===== config.mk =====
export PLATFORM = sky130hd
export DESIGN_NAME = qsds_front
export DESIGN_NICKNAME = d
export VERILOG_FILES = /design/src/rtl/qsds_pkg.sv /design/src/rtl/qsds_front.sv
export SDC_FILE = /design/constraint.sdc
export NUM_CORES = 1
export LEC_CHECK = 0
export BUFFER_PORTS_ARGS = -buffer_cell sky130_fd_sc_hd__buf_4
export CORE_UTILIZATION = 61
export DETAILED_ROUTE_END_ITERATION = 6
export GPL_TIMING_DRIVEN = 1
export PLACE_DENSITY_LB_ADDON = 0.25
export SLEW_MARGIN = 10
export SYNTH_ARGS = -nofsm -noshare
export SYNTH_HDL_FRONTEND = slang
export SYNTH_SLANG_ARGS = --single-unit
export TNS_END_PERCENT = 1

===== constraint.sdc =====
create_clock -name vclk -period 31.7
set_input_delay 6.34 -clock vclk [all_inputs]
set_output_delay 6.34 -clock vclk [all_outputs]
set_load 0.05 [all_outputs]

===== src/rtl/qsds_pkg.sv =====
package qsds_pkg;

    // Point and fixed-point formats
    localparam int COORD_W  = 16;
    localparam int FRAC_W   = 8;
    localparam int AXES     = 3;
    localparam int MAG_W    = COORD_W + 1;
    localparam int Q_W      = COORD_W + 2;
    localparam int SQ_W     = 2 * MAG_W;
    localparam int SUM_W    = SQ_W + 2;
    localparam int RAD_W    = 2 * ((SUM_W + 2 * FRAC_W + 1) / 2);
    localparam int ROOT_W   = RAD_W / 2;
    localparam int REM_W    = ROOT_W + 2;

    // Scale, plane and code formats
    localparam int VS_W     = 16;
    localparam int V2_W     = VS_W + 1;
    localparam int U_W      = VS_W + 1;
    localparam int T_W      = VS_W + 3;
    localparam int CODE_W   = 8;
    localparam int DIFF_W   = CODE_W + 1;
    localparam int NUM_W    = V2_W + CODE_W + 3;
    localparam int NUMMAG_W = NUM_W - 1;
    localparam int QUOT_W   = CODE_W;
    localparam int D2_W     = ROOT_W + 1;
    localparam int MP_W     = D2_W + VS_W + 1;
    localparam int SCALE_SH = 3 * FRAC_W;
    localparam int TZ_W     = MP_W - SCALE_SH;

    // Configuration port
    localparam int CFG_IDX_W  = 3;
    localparam int CFG_DATA_W = AXES * COORD_W;

    // Queue between front and back
    localparam int QUEUE_DEPTH = 4;
    localparam int QPTR_W      = $clog2(QUEUE_DEPTH);
    localparam int QCNT_W      = QPTR_W + 1;

    typedef enum logic [CFG_IDX_W-1:0] {
        REG_SHAPE_KIND   = 3'd0,
        REG_BOX_CENTER   = 3'd1,
        REG_BOX_HALF     = 3'd2,
        REG_VOXEL_SCALE  = 3'd3,
        REG_PLANE_OFFSET = 3'd4,
        REG_CODE_MIN     = 3'd5,
        REG_CODE_MAX     = 3'd6
    } cfg_index_t;

    typedef enum logic {
        SHAPE_PLANE = 1'b0,
        SHAPE_BOX   = 1'b1
    } shape_kind_t;

    typedef struct packed {
        shape_kind_t                kind;
        logic [CFG_DATA_W-1:0]      center;
        logic [CFG_DATA_W-1:0]      half;
        logic [VS_W-1:0]            vscale;
        logic signed [COORD_W-1:0]  poff;
        logic signed [CODE_W-1:0]   cmin;
        logic signed [CODE_W-1:0]   cmax;
    } cfg_t;

    typedef struct packed {
        logic signed [Q_W-1:0] qx;
        logic signed [Q_W-1:0] qy;
        logic signed [Q_W-1:0] qz;
        logic [U_W-1:0]        u;
    } queue_entry_t;

    typedef struct packed {
        logic [REM_W-1:0]      rem;
        logic [ROOT_W-1:0]     root;
        logic [RAD_W-1:0]      rad;
        logic signed [Q_W-1:0] qmax;
        logic [NUMMAG_W-1:0]   pmag;
        logic [QUOT_W-1:0]     pquot;
        logic                  pneg;
    } stage_t;

    // A scale of zero behaves as the smallest step
    function automatic logic [VS_W-1:0] eff_scale(input logic [VS_W-1:0] v);
        return (v == '0) ? VS_W'(1) : v;
    endfunction

    // One bit of the integer square root
    function automatic stage_t sqrt_step(input stage_t s);
        stage_t           r;
        logic [REM_W+1:0] cur;
        logic [REM_W+1:0] trial;
        r     = s;
        cur   = {s.rem, s.rad[RAD_W-1 -: 2]};
        trial = {{(REM_W - ROOT_W){1'b0}}, s.root, 2'b01};
        if (cur >= trial)
        begin
            r.rem  = REM_W'(cur - trial);
            r.root = {s.root[ROOT_W-2:0], 1'b1};
        end
        else
        begin
            r.rem  = REM_W'(cur);
            r.root = {s.root[ROOT_W-2:0], 1'b0};
        end
        r.rad = {s.rad[RAD_W-3:0], 2'b00};
        return r;
    endfunction

    // One quotient bit of the plane mapping divide
    function automatic stage_t div_step(input stage_t s, input logic [V2_W-1:0] d,
                                        input int k);
        stage_t              r;
        logic [NUMMAG_W-1:0] trial;
        r     = s;
        trial = NUMMAG_W'(d) << k;
        if (s.pmag >= trial)
        begin
            r.pmag  = s.pmag - trial;
            r.pquot = s.pquot | (QUOT_W'(1) << k);
        end
        return r;
    endfunction

endpackage


===== src/rtl/qsds_front.sv =====
module qsds_front (
    input  logic signed [qsds_pkg::COORD_W-1:0] point_x,
    input  logic signed [qsds_pkg::COORD_W-1:0] point_y,
    input  logic signed [qsds_pkg::COORD_W-1:0] point_z,
    input  qsds_pkg::cfg_t                      cfg,
    output qsds_pkg::queue_entry_t              entry
);
    import qsds_pkg::*;

    function automatic logic signed [Q_W-1:0] box_q(input logic signed [COORD_W-1:0] p,
                                                    input logic signed [COORD_W-1:0] c,
                                                    input logic signed [COORD_W-1:0] h);
        logic signed [COORD_W:0] diff;
        logic [COORD_W:0]        mag;
        diff = $signed({p[COORD_W-1], p}) - $signed({c[COORD_W-1], c});
        mag  = diff[COORD_W] ? (COORD_W+1)'(-diff) : diff;
        return $signed({1'b0, mag}) - $signed({{2{h[COORD_W-1]}}, h});
    endfunction

    logic [VS_W-1:0]       v;
    logic signed [T_W-1:0] vs;
    logic signed [T_W-1:0] t;

    // Plane: offset from the band center, clamp to the band
    always_comb
    begin
        v  = eff_scale(cfg.vscale);
        vs = $signed({{(T_W - VS_W){1'b0}}, v});
        t  = T_W'(point_y) - vs + T_W'(cfg.poff);
        if (t < -vs)
            t = -vs;
        if (t > vs)
            t = vs;
    end

    assign entry.u  = U_W'(t + vs);
    assign entry.qx = box_q(point_x, cfg.center[0*COORD_W +: COORD_W],
                            cfg.half[0*COORD_W +: COORD_W]);
    assign entry.qy = box_q(point_y, cfg.center[1*COORD_W +: COORD_W],
                            cfg.half[1*COORD_W +: COORD_W]);
    assign entry.qz = box_q(point_z, cfg.center[2*COORD_W +: COORD_W],
                            cfg.half[2*COORD_W +: COORD_W]);

endmodule


==> flow_summary.ini <==
[timing]
setup_viol = 0
maxSlewViolCount = 0
clock.fmax_ghz = 0.04341
period_share = 0.7268
rsz0062_at_grt = false
fin_crit_ns = 23.04
tns_ns = 0
worst_slew_pin_slew_ns = 1.019
hold_viol = 0
slew_headroom = 0.3207

[critical_path]
path_buf_inv = 4
crit_cells = 38
startpoint = cfg[42]
cpMostUsedCell = ha_1
critical_path.max_fanout = 37
max_stage_delay_ns = 0.75
end_kind = output pin
critPathCapture = entry[15]
critPathTopFamily = compound AO/OA/AOI/OAI gates
critPathRequiredTime_ns = 25.36
cp-start-kind = input pin
critPathKind = input pin to output pin
cp_data_arrival_time_ns = 16.70
cpMaxStageDelayCell = o311ai_0

[synthesis]
synthCells = 1384
syn-num-nets = 1772
postSynthAreaPerCell_um2 = 6.943
synth_commonest_cells = 230 x inv_1, 172 x ha_1, 108 x xnor2_1
yosys-top-cells-area = ha_1 22%, xnor2_1 9.8%, inv_1 9.0%, fa_1 4.8%, a21oi_1 4.7%
yosysUniqueCellTypes = 74
synth_area_leader_cell = ha_1
synth_top_area_share = 0.2240
yosysSeqAreaShare = 0
synth.most_common_cell = inv_1
yosys_warnings = 0
synth_area_mm2 = 0.009609

[cts]
ctsResizeCount = 0
cts.hold.buffers_added = 0
post-cts-setup-buffers = 0

[detailed_routing]
vias = 10330
drtIter0Drc = 424
drtAntennaViolNets = 0
wl_per_cell_um = 13.57
drc = 0
wirelength_mm = 24.72
drt-vias-per-instance = 5.672
drt_first_pass_iters = 5

[global_route]
grt_first_pass_wirelength_mm = 40.70
grt_max_degree = 38
antenna_found_initial = 0
met2_usage = 0.5185
overflow = 0
grt_pass1_vias = 9369
grt_busiest_layer = met2
gr-usage-met1 = 0.3872
grt_use_total = 0.2946
met3_usage = 0.01466

[layout]
seq_area_um2 = 0
diodes = 0
nets = 2001
multi_input_area_mm2 = 0.008656
n_clock_buffer = 0
design.seq.count = 0
nFillCells = 1274
drive_gt1_frac = 0.1738
area_delta_synth_final_pct = 21.34
layoutNonFillerInstCount = 1822

[power]
power_density_mw_per_mm2 = 76.69
p_seq_frac = 0
internal_power_uw = 318.1
p_comb_frac = 1.000
swShare = 0.6443
p_clk_frac = 0
leakage_uw = 0.005925
vdd_drop_max_uv = 129.3
p_switching_uw = 576.1

[die]
std_cell_rows = 45
die_area_mm2 = 0.01626
pin_count = 264
core_mm2 = 0.01531
die_w_um = 127.5
initial_core_util = 0.6275
die_h_um = 127.5

[worst_hold_path]
hp-class = input pin to output pin
min-delay-start = cfg[80]
holdPathStages = 4

[status]
outcome = complete, no violations

[placed_design]
port_buffers = 247
dpl.hpwl_mm = 21.79
dp_cells = 1822
place_congestion = 0.9276

[run]
cap_violations = 0
==> layer usage <==
layer  part of all wire  vias up  routed length (um)
li1                   -     5365                   -
met1               0.46     4588               11340
met2               0.46      329               11300
met3              0.052       52                1287
met4              0.032        0                 802
met5                  0        -                   0
==> power groups by stage <==
stage	Sequential, uW	Combinational, uW	Clock (uW)
after global routing	0	961	0
after global placement	0	872	0
final	0	894	0
after CTS	0	890	0
after floorplan	0	673	0
after detailed placement	0	887	0
==> worst min-delay path by stage <==
stage	end	slack, ns
5_1_grt	entry[53]	13.09
6_report	entry[17]	13.08
4_1_cts	entry[17]	13.08
3_3_place_gp	entry[17]	13.08
3_5_place_dp	entry[17]	13.08
2_1_floorplan	entry[17]	12.97
==> cells in the final DEF, fill, tap and decap left out, types with 9 or more instances in the layout <==
| cell | n |
|---|---|
| o21a_1 | 17 |
| and2_1 | 9 |
| fa_1 | 23 |
| nand2b_1 | 17 |
| a21o_1 | 28 |
| xor2_1 | 37 |
| ha_1 | 172 |
| o311ai_0 | 12 |
| mux2_2 | 10 |
| xnor2_1 | 108 |
| nor4_1 | 14 |
| a21oi_1 | 90 |
| o211ai_1 | 9 |
| nand3_1 | 29 |
| o21bai_1 | 16 |
| nor2_1 | 95 |
| nor2b_1 | 20 |
| o21ai_0 | 73 |
| nor3_1 | 56 |
| o31ai_1 | 9 |
| a31oi_1 | 16 |
| nand4_1 | 15 |
| inv_1 | 230 |
| buf_4 | 250 |
| and3_1 | 16 |
| nand2_1 | 79 |
| or3_1 | 20 |
| a211oi_1 | 20 |
==> logic make-up (layout without fill, tap and decap cells) <==
group                      after synthesis  count (layout)  synth area share
and+or+nand+nor                        402             402            0.2121
AOI/OAI and AO/OA                      367             367            0.2602
buffers and inverters                  253             480           0.09922
adders and majority gates              195             195            0.2719
xor gates and xnor gates               145             145            0.1322
muxes                                   21              21           0.02409
other                                    1               1         0.0003903
==> metrics by stage <==
| step | hold slack (ns) | cell area, um^2 | utilization | total power (uW) | setup WS [ns] |
|---|---|---|---|---|---|
| after floorplan | 12.97 | 9609 | - | 672.8 | 9.714 |
| after global routing | 13.09 | 11660 | 0.7614 | 960.7 | 8.233 |
| after global placement | 13.08 | 11660 | 0.7614 | 871.9 | 9.145 |
| final | 13.08 | 11660 | 0.7614 | 894.2 | 8.662 |
| after CTS | 13.08 | 11660 | 0.7614 | 890.3 | 8.892 |
| after detailed placement | 13.08 | 11660 | 0.7614 | 886.9 | 8.901 |
==> area by class of cell <==
cell class / count / share of cell area
inverters: 230 / 0.07404
repair buffers: 250 / 0.1610
well taps: 211 / 0.02264
multi-input cells: 1131 / 0.7424
Note: power is estimated with default switching activity, not from simulation.
