**config.mk**
```make
export PLATFORM = sky130hd
export DESIGN_NAME = qsds_queue
export DESIGN_NICKNAME = d
export VERILOG_FILES = /design/src/rtl/qsds_pkg.sv /design/src/rtl/qsds_queue.sv
export SDC_FILE = /design/constraint.sdc
export NUM_CORES = 1
export LEC_CHECK = 0
export BUFFER_PORTS_ARGS = -buffer_cell sky130_fd_sc_hd__buf_4
export CELL_PAD_IN_SITES_DETAIL_PLACEMENT = 1
export CELL_PAD_IN_SITES_GLOBAL_PLACEMENT = 1
export CORE_ASPECT_RATIO = 0.7
export CORE_MARGIN = 2
export CORE_UTILIZATION = 30
export DETAILED_ROUTE_END_ITERATION = 12
export PLACE_DENSITY_LB_ADDON = 0.1
export SLEW_MARGIN = 20
export SYNTH_ARGS = -nofsm -noshare
export SYNTH_HDL_FRONTEND = slang
export SYNTH_SLANG_ARGS = --single-unit
```
**constraint.sdc**
```tcl
create_clock -name clk -period 3.14 [get_ports clk]
set_input_delay 0.628 -clock clk [delete_from_list [all_inputs] [get_ports clk]]
set_output_delay 0.628 -clock clk [all_outputs]
set_load 0.03 [all_outputs]
```
**src/rtl/qsds_pkg.sv**
```systemverilog
package qsds_pkg;

    // Point and fixed-point formats
    localparam int COORD_W  = 16;
    localparam int FRAC_W   = 8;
    localparam int AXES     = 3;
    localparam int MAG_W    = COORD_W + 1;
    localparam int Q_W      = COORD_W + 2;
    localparam int SQ_W     = 2 * MAG_W;
    localparam int SUM_W    = SQ_W + 2;
    localparam int RAD_W    = 2 * ((SUM_W + 2 * FRAC_W + 1) / 2);
    localparam int ROOT_W   = RAD_W / 2;
    localparam int REM_W    = ROOT_W + 2;

    // Scale, plane and code formats
    localparam int VS_W     = 16;
    localparam int V2_W     = VS_W + 1;
    localparam int U_W      = VS_W + 1;
    localparam int T_W      = VS_W + 3;
    localparam int CODE_W   = 8;
    localparam int DIFF_W   = CODE_W + 1;
    localparam int NUM_W    = V2_W + CODE_W + 3;
    localparam int NUMMAG_W = NUM_W - 1;
    localparam int QUOT_W   = CODE_W;
    localparam int D2_W     = ROOT_W + 1;
    localparam int MP_W     = D2_W + VS_W + 1;
    localparam int SCALE_SH = 3 * FRAC_W;
    localparam int TZ_W     = MP_W - SCALE_SH;

    // Configuration port
    localparam int CFG_IDX_W  = 3;
    localparam int CFG_DATA_W = AXES * COORD_W;

    // Queue between front and back
    localparam int QUEUE_DEPTH = 4;
    localparam int QPTR_W      = $clog2(QUEUE_DEPTH);
    localparam int QCNT_W      = QPTR_W + 1;

    typedef enum logic [CFG_IDX_W-1:0] {
        REG_SHAPE_KIND   = 3'd0,
        REG_BOX_CENTER   = 3'd1,
        REG_BOX_HALF     = 3'd2,
        REG_VOXEL_SCALE  = 3'd3,
        REG_PLANE_OFFSET = 3'd4,
        REG_CODE_MIN     = 3'd5,
        REG_CODE_MAX     = 3'd6
    } cfg_index_t;

    typedef enum logic {
        SHAPE_PLANE = 1'b0,
        SHAPE_BOX   = 1'b1
    } shape_kind_t;

    typedef struct packed {
        shape_kind_t                kind;
        logic [CFG_DATA_W-1:0]      center;
        logic [CFG_DATA_W-1:0]      half;
        logic [VS_W-1:0]            vscale;
        logic signed [COORD_W-1:0]  poff;
        logic signed [CODE_W-1:0]   cmin;
        logic signed [CODE_W-1:0]   cmax;
    } cfg_t;

    typedef struct packed {
        logic signed [Q_W-1:0] qx;
        logic signed [Q_W-1:0] qy;
        logic signed [Q_W-1:0] qz;
        logic [U_W-1:0]        u;
    } queue_entry_t;

    typedef struct packed {
        logic [REM_W-1:0]      rem;
        logic [ROOT_W-1:0]     root;
        logic [RAD_W-1:0]      rad;
        logic signed [Q_W-1:0] qmax;
        logic [NUMMAG_W-1:0]   pmag;
        logic [QUOT_W-1:0]     pquot;
        logic                  pneg;
    } stage_t;

    // A scale of zero behaves as the smallest step
    function automatic logic [VS_W-1:0] eff_scale(input logic [VS_W-1:0] v);
        return (v == '0) ? VS_W'(1) : v;
    endfunction

    // One bit of the integer square root
    function automatic stage_t sqrt_step(input stage_t s);
        stage_t           r;
        logic [REM_W+1:0] cur;
        logic [REM_W+1:0] trial;
        r     = s;
        cur   = {s.rem, s.rad[RAD_W-1 -: 2]};
        trial = {{(REM_W - ROOT_W){1'b0}}, s.root, 2'b01};
        if (cur >= trial)
        begin
            r.rem  = REM_W'(cur - trial);
            r.root = {s.root[ROOT_W-2:0], 1'b1};
        end
        else
        begin
            r.rem  = REM_W'(cur);
            r.root = {s.root[ROOT_W-2:0], 1'b0};
        end
        r.rad = {s.rad[RAD_W-3:0], 2'b00};
        return r;
    endfunction

    // One quotient bit of the plane mapping divide
    function automatic stage_t div_step(input stage_t s, input logic [V2_W-1:0] d,
                                        input int k);
        stage_t              r;
        logic [NUMMAG_W-1:0] trial;
        r     = s;
        trial = NUMMAG_W'(d) << k;
        if (s.pmag >= trial)
        begin
            r.pmag  = s.pmag - trial;
            r.pquot = s.pquot | (QUOT_W'(1) << k);
        end
        return r;
    endfunction

endpackage

```
**src/rtl/qsds_queue.sv**
```systemverilog
module qsds_queue (
    input  logic                   clk,
    input  logic                   rst_n,
    input  logic                   in_valid,
    output logic                   in_stall,
    input  qsds_pkg::queue_entry_t wr_entry,
    input  logic                   pop,
    output logic                   avail,
    output qsds_pkg::queue_entry_t rd_entry
);
    import qsds_pkg::*;

    queue_entry_t      mem_reg [QUEUE_DEPTH];
    logic [QPTR_W-1:0] wr_ptr_reg, wr_ptr_next;
    logic [QPTR_W-1:0] rd_ptr_reg, rd_ptr_next;
    logic [QCNT_W-1:0] count_reg, count_next;
    logic              push;
    logic              take;

    assign in_stall = (count_reg == QCNT_W'(QUEUE_DEPTH));
    assign avail    = (count_reg != '0);
    assign push     = in_valid && !in_stall;
    assign take     = pop && avail;
    assign rd_entry = mem_reg[rd_ptr_reg];

    always_comb
    begin
        wr_ptr_next = push ? wr_ptr_reg + 1'b1 : wr_ptr_reg;
        rd_ptr_next = take ? rd_ptr_reg + 1'b1 : rd_ptr_reg;
        count_next  = count_reg + QCNT_W'(push) - QCNT_W'(take);
    end

    always_ff @(posedge clk or negedge rst_n)
    begin
        if (!rst_n)
        begin
            wr_ptr_reg <= '0;
            rd_ptr_reg <= '0;
            count_reg  <= '0;
        end
        else
        begin
            wr_ptr_reg <= wr_ptr_next;
            rd_ptr_reg <= rd_ptr_next;
            count_reg  <= count_next;
        end
    end

    always_ff @(posedge clk)
    begin
        if (push)
            mem_reg[wr_ptr_reg] <= wr_entry;
    end

endmodule

```
==> summary.txt, run 1 <==
Final layout
  • FF/Latch Area: 8710 um^2
  • Antenna fix cells: 0
  • Fin nets: 673
  • Most common cell after layout, fill and taps aside: edfxtp_1
  • Most frequent cells in the layout: 284 x edfxtp_1, 153 x buf_4, 70 x mux4_2, 31 x clkbuf_16, 10 x clkinv_2
  • Number of flip-flops under the largest register name: 284
  • Ratio of cells with drive above 1 in the final layout: 0.463
  • Area Growth Syn to Fin: 25.7%
  • Fillers: 3,435
  • Area occupied by multi-input gates: 1890 um^2

Die
  • Initial Util: 0.303
  • Row Count: 58
  • Core footprint: 35,600 um^2
  • Die H: 163 um
  • IO Count: 148
  • Die area: 37,500 um^2
  • Die Wd: 231 um

Logic synthesis
  • Syn Inst Count: 411
  • Ys Warns: 0
  • Yosys reg bits: 291
  • Netlist Area Pre-Place: 10,800 um^2
  • Avg Cell Area, Syn: 26.2 um^2
  • Number of synthesized flops with an enable pin: 284
  • Synth unique cells: 21
  • Fraction of registers with async set/reset: 0.0241
  • Syn nets: 493
  • Post-synth top flop: edfxtp_1
  • Sequential share of the synthesized area: 0.807

GRT
  • Initial antenna violation count: 0
  • First-pass GRT wire length: 35.1 mm
  • All-Layer GR Usage: 0.126
  • Pin count of the biggest net entering global routing: 38
  • Vias in the first global route: 5,680
  • Gr ovfl total: 0

Worst setup path
  • Slowest stage delay, CP: 740 ps
  • Critical Path RT: 2510 ps
  • Crit path buf inv count: 2
  • Worst path slowest cell: dfrtp_4
  • Top Family by Delay on Critical Path: flip-flops
  • Setup CP Type: register to output port
  • Crit end category: output port
  • Worst-path maximum fanout: 21
  • Critical path launch point type: register
  • WP data arrival: 2300 ps
  • Critical-path cell list: buf_12, mux4_1, buf_4

Clock network
  • Cts repair resizes: 0
  • Num CTS Buffers: 31
  • Clk root buf: clkbuf_16
  • TritonCTS Sinks: 291
  • Htree depth: 1
  • Clock buffer depth: 3
  • Clock latency on the worst-skew pair: 570 ps
  • CTS tree: built
  • Hold buffers post-CTS: 1
  • Clk pin slew, worst setup/hold paths: 60 ps
  • Postcts setup bufs: 0

Power and ir drop
  • Max VDD drop: 0.000425 V
  • Cell Pwr Density: 1040 nW/um^2
  • Design Power: 14.0 mW
  • Lkg Pwr: 4.59 nW

Worst hold path
  • HP Class: input pin to register

Routing
  • Via-per-instance ratio: 4.46
  • Starting DRT DRC Count: 177
  • Drt wl/cell: 21.2 um
  • Via count: 4,883
  • First-pass DRT Iterations: 4
  • Routed wire length: 23.2 mm
  • Routed Antenna Nets: 0
  • DRC errors left: 0

STA
  • Skew final: 24.2 ps
  • Worst Tran Pin Value: 639 ps
  • Unrepaired setup endpoints after global routing: no
  • Setup violators final: 0
  • Tmin final: 2930 ps
  • Period utilization: 0.933
  • Max_slew headroom: 0.574
  • Fmax achieved: 0.341 GHz
  • Final Hold Viols: 0
  • Slew Viols, Final: 0
  • Setup TNS: 0 ps

Placed design
  • Post-DP HPWL: 14.1 mm
  • Port Buf Inserts: 147
  • Placer Congestion: 0.663

Outcome
  • Status: finished, final reports clean

Run
  • Max-cap violations: 0
## cells by family after synthesis
logic type | share of synthesized area
fa+ha+maj | 0.00882
mux | 0.149
flops | 0.807
buf+inv | 0.0195
xor+xnor | 0.00325
simple gates | 0.00974
compound gates | 0.00302
## per-layer routing
metal,GRT usage,part of all wire,up-vias
li1,-,-,2134
met1,0.161,0.43,2615
met2,0.216,0.50,104
met3,0.0324,0.049,30
met4,0.0314,0.020,0
met5,0,0,-
## worst paths after layout
check	startpoint	to	slack, ps	cells past startpoint
setup / recovery	rd_ptr_reg[0]$_DFFE_PN0P_	rd_entry[70]	210	3
hold / removal	wr_entry[25]	mem_reg[2][25]$_DFFE_PP_	260	1
setup reg to reg	count_reg[1]$_DFF_PN0_	count_reg[2]$_DFF_PN0_	710	9
hold reg to reg	wr_ptr_reg[1]$_DFFE_PN0P_	wr_ptr_reg[1]$_DFFE_PN0P_	620	2
max in group asynchronous	rst_n	rd_ptr_reg[0]$_DFFE_PN0P_	2560	2
min in group asynchronous	rst_n	wr_ptr_reg[0]$_DFFE_PN0P_	440	2
## per-stage QoR
step            util  instance area (um^2)  std cells  worst slack [ps]  hold WS [ps]
3_3_place_gp   0.352                 12500       1037               688           452
5_1_grt        0.380                 13600       1095              51.6           219
2_1_floorplan      -                 10800        411               228           332
6_report       0.380                 13600       1095               209           258
4_1_cts        0.380                 13600       1095              86.7           215
3_5_place_dp   0.352                 12500       1037               674           453
## synthesized netlist by cell type, types with 2 or more instances
library cell	instances	area share
and3b_1	4	0.0032
buf_12	7	0.013
buf_2	8	0.0037
dfrtp_1	7	0.016
edfxtp_1	284	0.79
ha_1	6	0.0070
inv_1	5	0.0017
mux4_2	70	0.15
nand2b_1	4	0.0023
nand4bb_1	2	0.0021
o211ai_1	2	0.0014
xnor2_1	3	0.0024
## layout make-up
class | instances | area share
clock inverters | 18 | 0.0140
flip-flops and latches | 291 | 0.643
inverters | 5 | 0.00139
well taps | 480 | 0.0443
repair buffers | 163 | 0.0988
clock buffers | 39 | 0.0595
multi-input cells | 99 | 0.139
## worst reg2reg max path: cells and delay by family, from the launching register on
family	cells	cell delay (ps)
xor gates and xnor gates	2	270
adders and majority gates	3	770
and+or+nand+nor	2	680
buffers and inverters	2	110
DFF	1	480
## where the power goes
part | leakage [nW] | internal (mW) | switching [mW]
clock | 0.496 | 2.14 | 1.45
sequential | 2.68 | 5.12 | 0.373
combinational | 1.41 | 2.11 | 2.84
total | 4.59 | 9.37 | 4.67
(Power assumes the default switching activity.)
==> inputs of run 2 (changes only) <==
--- a/config.mk
+++ b/config.mk
@@ -6,6 +6,7 @@
 export NUM_CORES = 1
 export LEC_CHECK = 0
 export BUFFER_PORTS_ARGS = -buffer_cell sky130_fd_sc_hd__buf_4
+export CAP_MARGIN = 20
 export CELL_PAD_IN_SITES_DETAIL_PLACEMENT = 1
 export CELL_PAD_IN_SITES_GLOBAL_PLACEMENT = 1
 export CORE_ASPECT_RATIO = 0.7
==> constraint.sdc (replaced) <==
create_clock -name clk -period 3.7 [get_ports clk]
set_input_delay 0.74 -clock clk [delete_from_list [all_inputs] [get_ports clk]]
set_output_delay 0.74 -clock clk [all_outputs]
set_load 0.03 [all_outputs]
==> run 2 against run 1 <==
Against the previous run: sequential share of layout area increased by 0.90 points; die area unchanged; sequential power decreased by 16%; design area decreased by 1.4%; non-clock buffer count decreased by 7; first-iteration DRC count increased by 27%; clock power decreased by 24%; setup slack improved by 520 ps; register-to-register slack improved by 560 ps.
==> summary.txt, run 2 (synthesis gave the netlist of run 1 again) <==
Outcome
  • Status: finished, final reports clean

Worst setup path
  • Critical Path RT: 2960 ps (+450 ps)
  • Flop-to-flop setup slack: 1270 ps (+560 ps)
  • WP data arrival: 2230 ps (-70 ps)
  • Worst setup path startpoint: rd_ptr_reg[1]$_DFFE_PN0P_
  • RR Startpoint: count_reg[1]$_DFF_PN0_
  • Setup CP Type: register to output port
  • Setup crit end: rd_entry[70]
  • Worst-path maximum fanout: 35 (+67%)
  • Critical path launch point type: register
  • R2R cell count: 9 (unchanged)
  • Crit end category: output port
  • Worst flop-to-flop path endpoint: count_reg[2]$_DFF_PN0_

GRT
  • Initial antenna violation count: 2 (+2)
  • Gr ovfl total: 0 (unchanged)
  • Vias in the first global route: 5,534 (-2.6%)
  • Pin count of the biggest net entering global routing: 39 (+2.6%)
  • First-pass GRT wire length: 35.0 mm (-0.35%)
  • All-Layer GR Usage: 0.126 (-0.000670)

Routing
  • Via-per-instance ratio: 4.44 (-0.49%)
  • Starting DRT DRC Count: 225 (+27%)
  • Routed wire length: 23.0 mm (-0.90%)
  • Routed Antenna Nets: 0 (unchanged)
  • DRC errors left: 0 (unchanged)
  • First-pass DRT Iterations: 4 (unchanged)
  • Via count: 4,828 (-1.1%)
  • Drt wl/cell: 21.1 um (-0.26%)

Final layout
  • Area occupied by multi-input gates: 1890 um^2 (unchanged)
  • Number of flip-flops under the largest register name: 284 (unchanged)
  • Final instance area: 13,400 um^2 (-1.4%)
  • FF/Latch Area: 8710 um^2 (unchanged)
  • Ratio of cells with drive above 1 in the final layout: 0.446 (-0.0179)
  • Final core utilization: 0.375 (-0.00527)
  • Most common cell after layout, fill and taps aside: edfxtp_1
  • Most frequent cells in the layout: 284 x edfxtp_1, 148 x buf_4, 70 x mux4_2, 31 x clkbuf_16, 9 x clkbuf_1
  • Area Growth Syn to Fin: 23.9%
  • Fin nets: 666 (-1.0%)
  • Fillers: 3,414 (-0.61%)
  • Finished Layout Cells: 1,088 (-0.64%)

Die
  • Row Count: 58 (unchanged)
  • Core footprint: 35,600 um^2 (unchanged)
  • Die H: 163 um (unchanged)
  • Die area: 37,500 um^2 (unchanged)
  • Die Wd: 231 um (unchanged)
  • IO Count: 148 (unchanged)
  • Initial Util: 0.303 (unchanged)

Placed design
  • Placed cell count: 1,030 (-0.68%)
  • Port Buf Inserts: 147 (unchanged)
  • Post-DP Area: 12,500 um^2 (-0.62%)
  • Post-DP HPWL: 13.6 mm (-3.8%)
  • Placer Congestion: 0.655 (-1.2%)

Clock network
  • TritonCTS Sinks: 291 (unchanged)
  • Clk root buf: clkbuf_16
  • Clock latency on the worst-skew pair: 560 ps (about the same)
  • Clock buffer depth: 3 (unchanged)
  • CTS tree: built
  • Postcts setup bufs: 0 (unchanged)
  • Htree depth: 1 (unchanged)
  • Num CTS Buffers: 31 (unchanged)
  • Clk pin slew, worst setup/hold paths: 60 ps (about the same)

Power and ir drop
  • Design Power: 11.5 mW (-18%)
  • Lkg Pwr: 4.47 nW (-2.4%)
  • Max VDD drop: 0.000377 V (-11%)
  • Cell Pwr Density: 861 nW/um^2 (-17%)

STA
  • Period utilization: 0.802
  • Worst Tran Pin Value: 865 ps (+226 ps)
  • Fmax achieved: 0.337 GHz
  • Skew final: 15.1 ps (-9.10 ps)
  • Final Hold Viols: 0 (unchanged)
  • Slew Viols, Final: 0 (unchanged)
  • Setup TNS: 0 ps (unchanged)
  • Unrepaired setup endpoints after global routing: no
  • Tmin final: 2970 ps
  • Setup violators final: 0 (unchanged)
  • Max_slew headroom: 0.416 (-0.158)

Worst hold path
  • HP Class: input pin to register

Run
  • Max-cap violations: 0 (unchanged)
==> run 2: routing by layer <==
metal	up-vias	share of wire	track usage
met2	106	0.50	0.214
met4	0	0.021	0.0296
met1	2563	0.42	0.158
met5	-	0	0
li1	2122	-	-
met3	37	0.056	0.0369
==> run 2: metrics by stage <==
| stage | hold WS (ps) | setup slack, ps |
|---|---|---|
| after floorplan | 444 | 788 |
| after global routing | 338 | 602 |
| after detailed placement | 576 | 1250 |
| after global placement | 569 | 1240 |
| final | 374 | 733 |
| after CTS | 340 | 643 |
==> run 2: cell type report <==
class	instances	area share
sequential	291	0.652
multi-input combinational	99	0.141
timing repair buffer	156	0.0944
clock buffer	40	0.0606
tap	480	0.0449
clock inverter	15	0.00534
inverter	5	0.00140
antenna	2	0.000375
==> run 2: critical path, cell delays in order, from the launching register on <==
cell and delay, ps:
dfrtp_4 740, buf_12 300, mux4_1 380, buf_4 200
==> run 2: what timing repair did <==
action / in CTS / in global routing
endpoints found under the hold margin: 7 / 0
hold buffers: 1 / 0
gates resized for setup: 0 / 0
==> run 2: how the worst min path moves through the flow <==
stage / startpoint / endpoint / slack (ps) / cells after the start
final: wr_entry[43] / mem_reg[2][43]$_DFFE_PP_ / 370 / 1
after global routing: wr_entry[43] / mem_reg[2][43]$_DFFE_PP_ / 340 / 1
after CTS: wr_entry[43] / mem_reg[2][43]$_DFFE_PP_ / 340 / 1
after detailed placement: rst_n / count_reg[0]$_DFF_PN0_ / 580 / 1
after global placement: wr_ptr_reg[1]$_DFFE_PN0P_ / wr_ptr_reg[1]$_DFFE_PN0P_ / 570 / 2
after floorplan: rst_n / count_reg[0]$_DFF_PN0_ / 440 / 0
==> run 2: power by group <==
group          switching [mW]  internal, mW  leakage [nW]
clock network            1.21          1.53         0.429
registers               0.249          4.35          2.68
logic                    2.45          1.72          1.36
==> inputs of run 3 (changes only) <==
==> constraint.sdc (replaced) <==
create_clock -name clk -period 2.6 [get_ports clk]
set_input_delay 0.52 -clock clk [delete_from_list [all_inputs] [get_ports clk]]
set_output_delay 0.52 -clock clk [all_outputs]
set_load 0.03 [all_outputs]
==> run 3 against run 2 <==
Against the previous run: design area grew 3.8%; via count grew 1.2%; register-to-register slack lost 1000 ps; total power grew 52%; core utilization grew 1.4 points; flip-flop and latch count is the same; critical path depth grew 1; setup slack lost 700 ps; wire length grew 4.7%; combinational power grew 72%; sequential share of layout area shrank 2.4 points; critical endpoint is now rd_entry[7]; largest power group is now combinational logic; highest routed layer unchanged.
==> summary.txt, run 3 (synthesis gave the netlist of run 1 again) <==
STA
  • Fmax achieved: 0.389 GHz
  • Slew Viols, Final: 0 (unchanged)
  • Max_slew headroom: 0.612 (+0.195)
  • Setup violators final: 0 (unchanged)
  • Final Hold Viols: 0 (unchanged)
  • Period utilization: 0.989
  • Tmin final: 2570 ps
  • Worst setup margin: 29.0 ps (-704 ps)
  • Worst Tran Pin Value: 583 ps (-282 ps)
  • Skew final: 24.1 ps (+8.95 ps)
  • Hold WS: 145 ps (-229 ps)
  • Unrepaired setup endpoints after global routing: yes

Die
  • Die Wd: 231 um (unchanged)
  • Core footprint: 35,600 um^2 (unchanged)
  • IO Count: 148 (unchanged)
  • Row Count: 58 (unchanged)
  • Die H: 163 um (unchanged)
  • Initial Util: 0.303 (unchanged)
  • Die area: 37,500 um^2 (unchanged)

GRT
  • First-pass GRT wire length: 35.7 mm (+1.9%)
  • Pin count of the biggest net entering global routing: 72 (+85%)
  • Gr ovfl total: 0 (unchanged)
  • Initial antenna violation count: 0 (-2)
  • Vias in the first global route: 5,596 (+1.1%)
  • All-Layer GR Usage: 0.130 (+0.00406)

Routing
  • DRC errors left: 0 (unchanged)
  • Routed wire length: 24.1 mm (+4.7%)
  • First-pass DRT Iterations: 4 (unchanged)
  • Drt wl/cell: 21.9 um (+3.9%)
  • Via count: 4,885 (+1.2%)
  • Via-per-instance ratio: 4.45 (+0.35%)
  • Starting DRT DRC Count: 218 (-3.1%)
  • Routed Antenna Nets: 0 (unchanged)

Power and ir drop
  • Sequential share of power: 0.371 (-0.029)
  • Net Sw Power: 5.90 mW (+51%)
  • Clock network power share: 0.221 (-0.017)
  • Cell Pwr Density: 1260 nW/um^2 (+47%)
  • Int Power: 11.6 mW (+53%)
  • Comb pwr share: 0.409 (+0.047)
  • Max VDD drop: 0.000655 V (+74%)
  • Sw frac: 0.336 (-0.00328)
  • Lkg Pwr: 4.69 nW (+4.8%)

Worst setup path
  • Critical Path RT: 2080 ps (-880 ps)
  • Slowest stage delay, CP: 550 ps (-190 ps)
  • Critical-path cell list: buf_12, buf_16, mux4_2, buf_6
  • Worst path slowest cell: mux4_2
  • WP data arrival: 2050 ps (-180 ps)
  • Critical path launch point type: register
  • Flop-to-flop setup slack: 260 ps (-1010 ps)
  • Setup CP Type: register to output port
  • Crit end category: output port
  • Worst-path maximum fanout: 7 (-80%)

Final layout
  • Most frequent cells in the layout: 284 x edfxtp_1, 92 x buf_4, 71 x mux4_2, 61 x buf_6, 33 x clkbuf_16
  • Final instance area: 13,900 um^2 (+3.8%)
  • Final core utilization: 0.389 (+0.0142)
  • Area Growth Syn to Fin: 28.6%
  • Most common cell after layout, fill and taps aside: edfxtp_1
  • Fin nets: 681 (+2.3%)
  • Antenna fix cells: 0 (-2)
  • Ratio of cells with drive above 1 in the final layout: 0.460 (+0.0147)
  • Number of flip-flops under the largest register name: 284 (unchanged)

Clock network
  • Clk pin slew, worst setup/hold paths: 60 ps (about the same)
  • Clock buffer depth: 3 (unchanged)
  • Htree depth: 1 (unchanged)
  • Num CTS Buffers: 31 (unchanged)
  • CTS tree: built
  • TritonCTS Sinks: 291 (unchanged)
  • Clock latency on the worst-skew pair: 570 ps (about the same)
  • Clk root buf: clkbuf_16

Placed design
  • Post-DP Area: 12,500 um^2 (+0.34%)
  • Placer Congestion: 0.675 (+3.0%)
  • Setup Slack @ Placement: 168 ps (-1080 ps)
  • Post-DP HPWL: 13.2 mm (-2.7%)
  • Port Buf Inserts: 147 (unchanged)

Outcome
  • Status: finished, final reports clean

Worst hold path
  • HP Class: input pin to register

Run
  • Max-cap violations: 0 (unchanged)
[run 3: what timing repair did]
item	in CTS	in global routing
gates resized for setup	46	23
hold endpoints to repair	7	0
hold buffers	1	0
endpoints found under the setup margin	49	60
cloned	5	2
setup buffers	3	1
[run 3: critical path, delay by kind of cell, from the launching register on]
family                 cells  cell delay [ps]
multiplexers               1              550
buffers and inverters      3              490
flip-flops                 1              440
[run 3: final timing paths]
| kind | from | to | cells after the start |
|---|---|---|---|
| worst max register to register | count_reg[1]$_DFF_PN0_ | count_reg[2]$_DFF_PN0_ | 9 |
| worst max-delay path | rd_ptr_reg[0]$_DFFE_PN0P_ | rd_entry[7] | 4 |
| worst min-delay path | wr_entry[58] | mem_reg[2][58]$_DFFE_PP_ | 1 |
| worst min register to register | wr_ptr_reg[1]$_DFFE_PN0P_ | wr_ptr_reg[1]$_DFFE_PN0P_ | 2 |
| min in group asynchronous | rst_n | wr_ptr_reg[0]$_DFFE_PN0P_ | 2 |
| max in group asynchronous | rst_n | rd_ptr_reg[1]$_DFFE_PN0P_ | 2 |
[run 3: metal layers]
metal  wire length [um]  vias to the layer above  track usage  part of all wire
li1                   -                     2145            -                 -
met1              10800                     2597        0.171              0.45
met2              11600                      102        0.215              0.48
met3               1190                       41       0.0331             0.050
met4                520                        0       0.0326             0.022
met5                  0                        -            0                 0
[run 3: power by group through the flow]
stage               Clock (mW)  Combinational (mW)  Sequential [mW]
CTS                       4.00                7.11             6.52
global placement             0                6.18             6.57
floorplan                    0                4.19             6.45
finish                    3.87                7.17             6.50
detailed placement           0                6.22             6.65
global route              4.16                7.62             6.59
[run 3: cell type report]
cell class	instances	area (um^2)
sequential	291	8710
clock inverter	10	47.5
multi-input combinational	99	1890
inverter	5	18.8
tap	480	601
clock buffer	41	813
fill	3371	21800
timing repair buffer	171	1790
[run 3: metrics by stage]
step                setup TNS, ps  power (mW)  cells
finish                          0        17.5   1097
global route                 -639        18.4   1097
CTS                          -263        17.6   1094
global placement                0        12.8   1034
floorplan                       0        10.6    411
detailed placement              0        12.9   1034
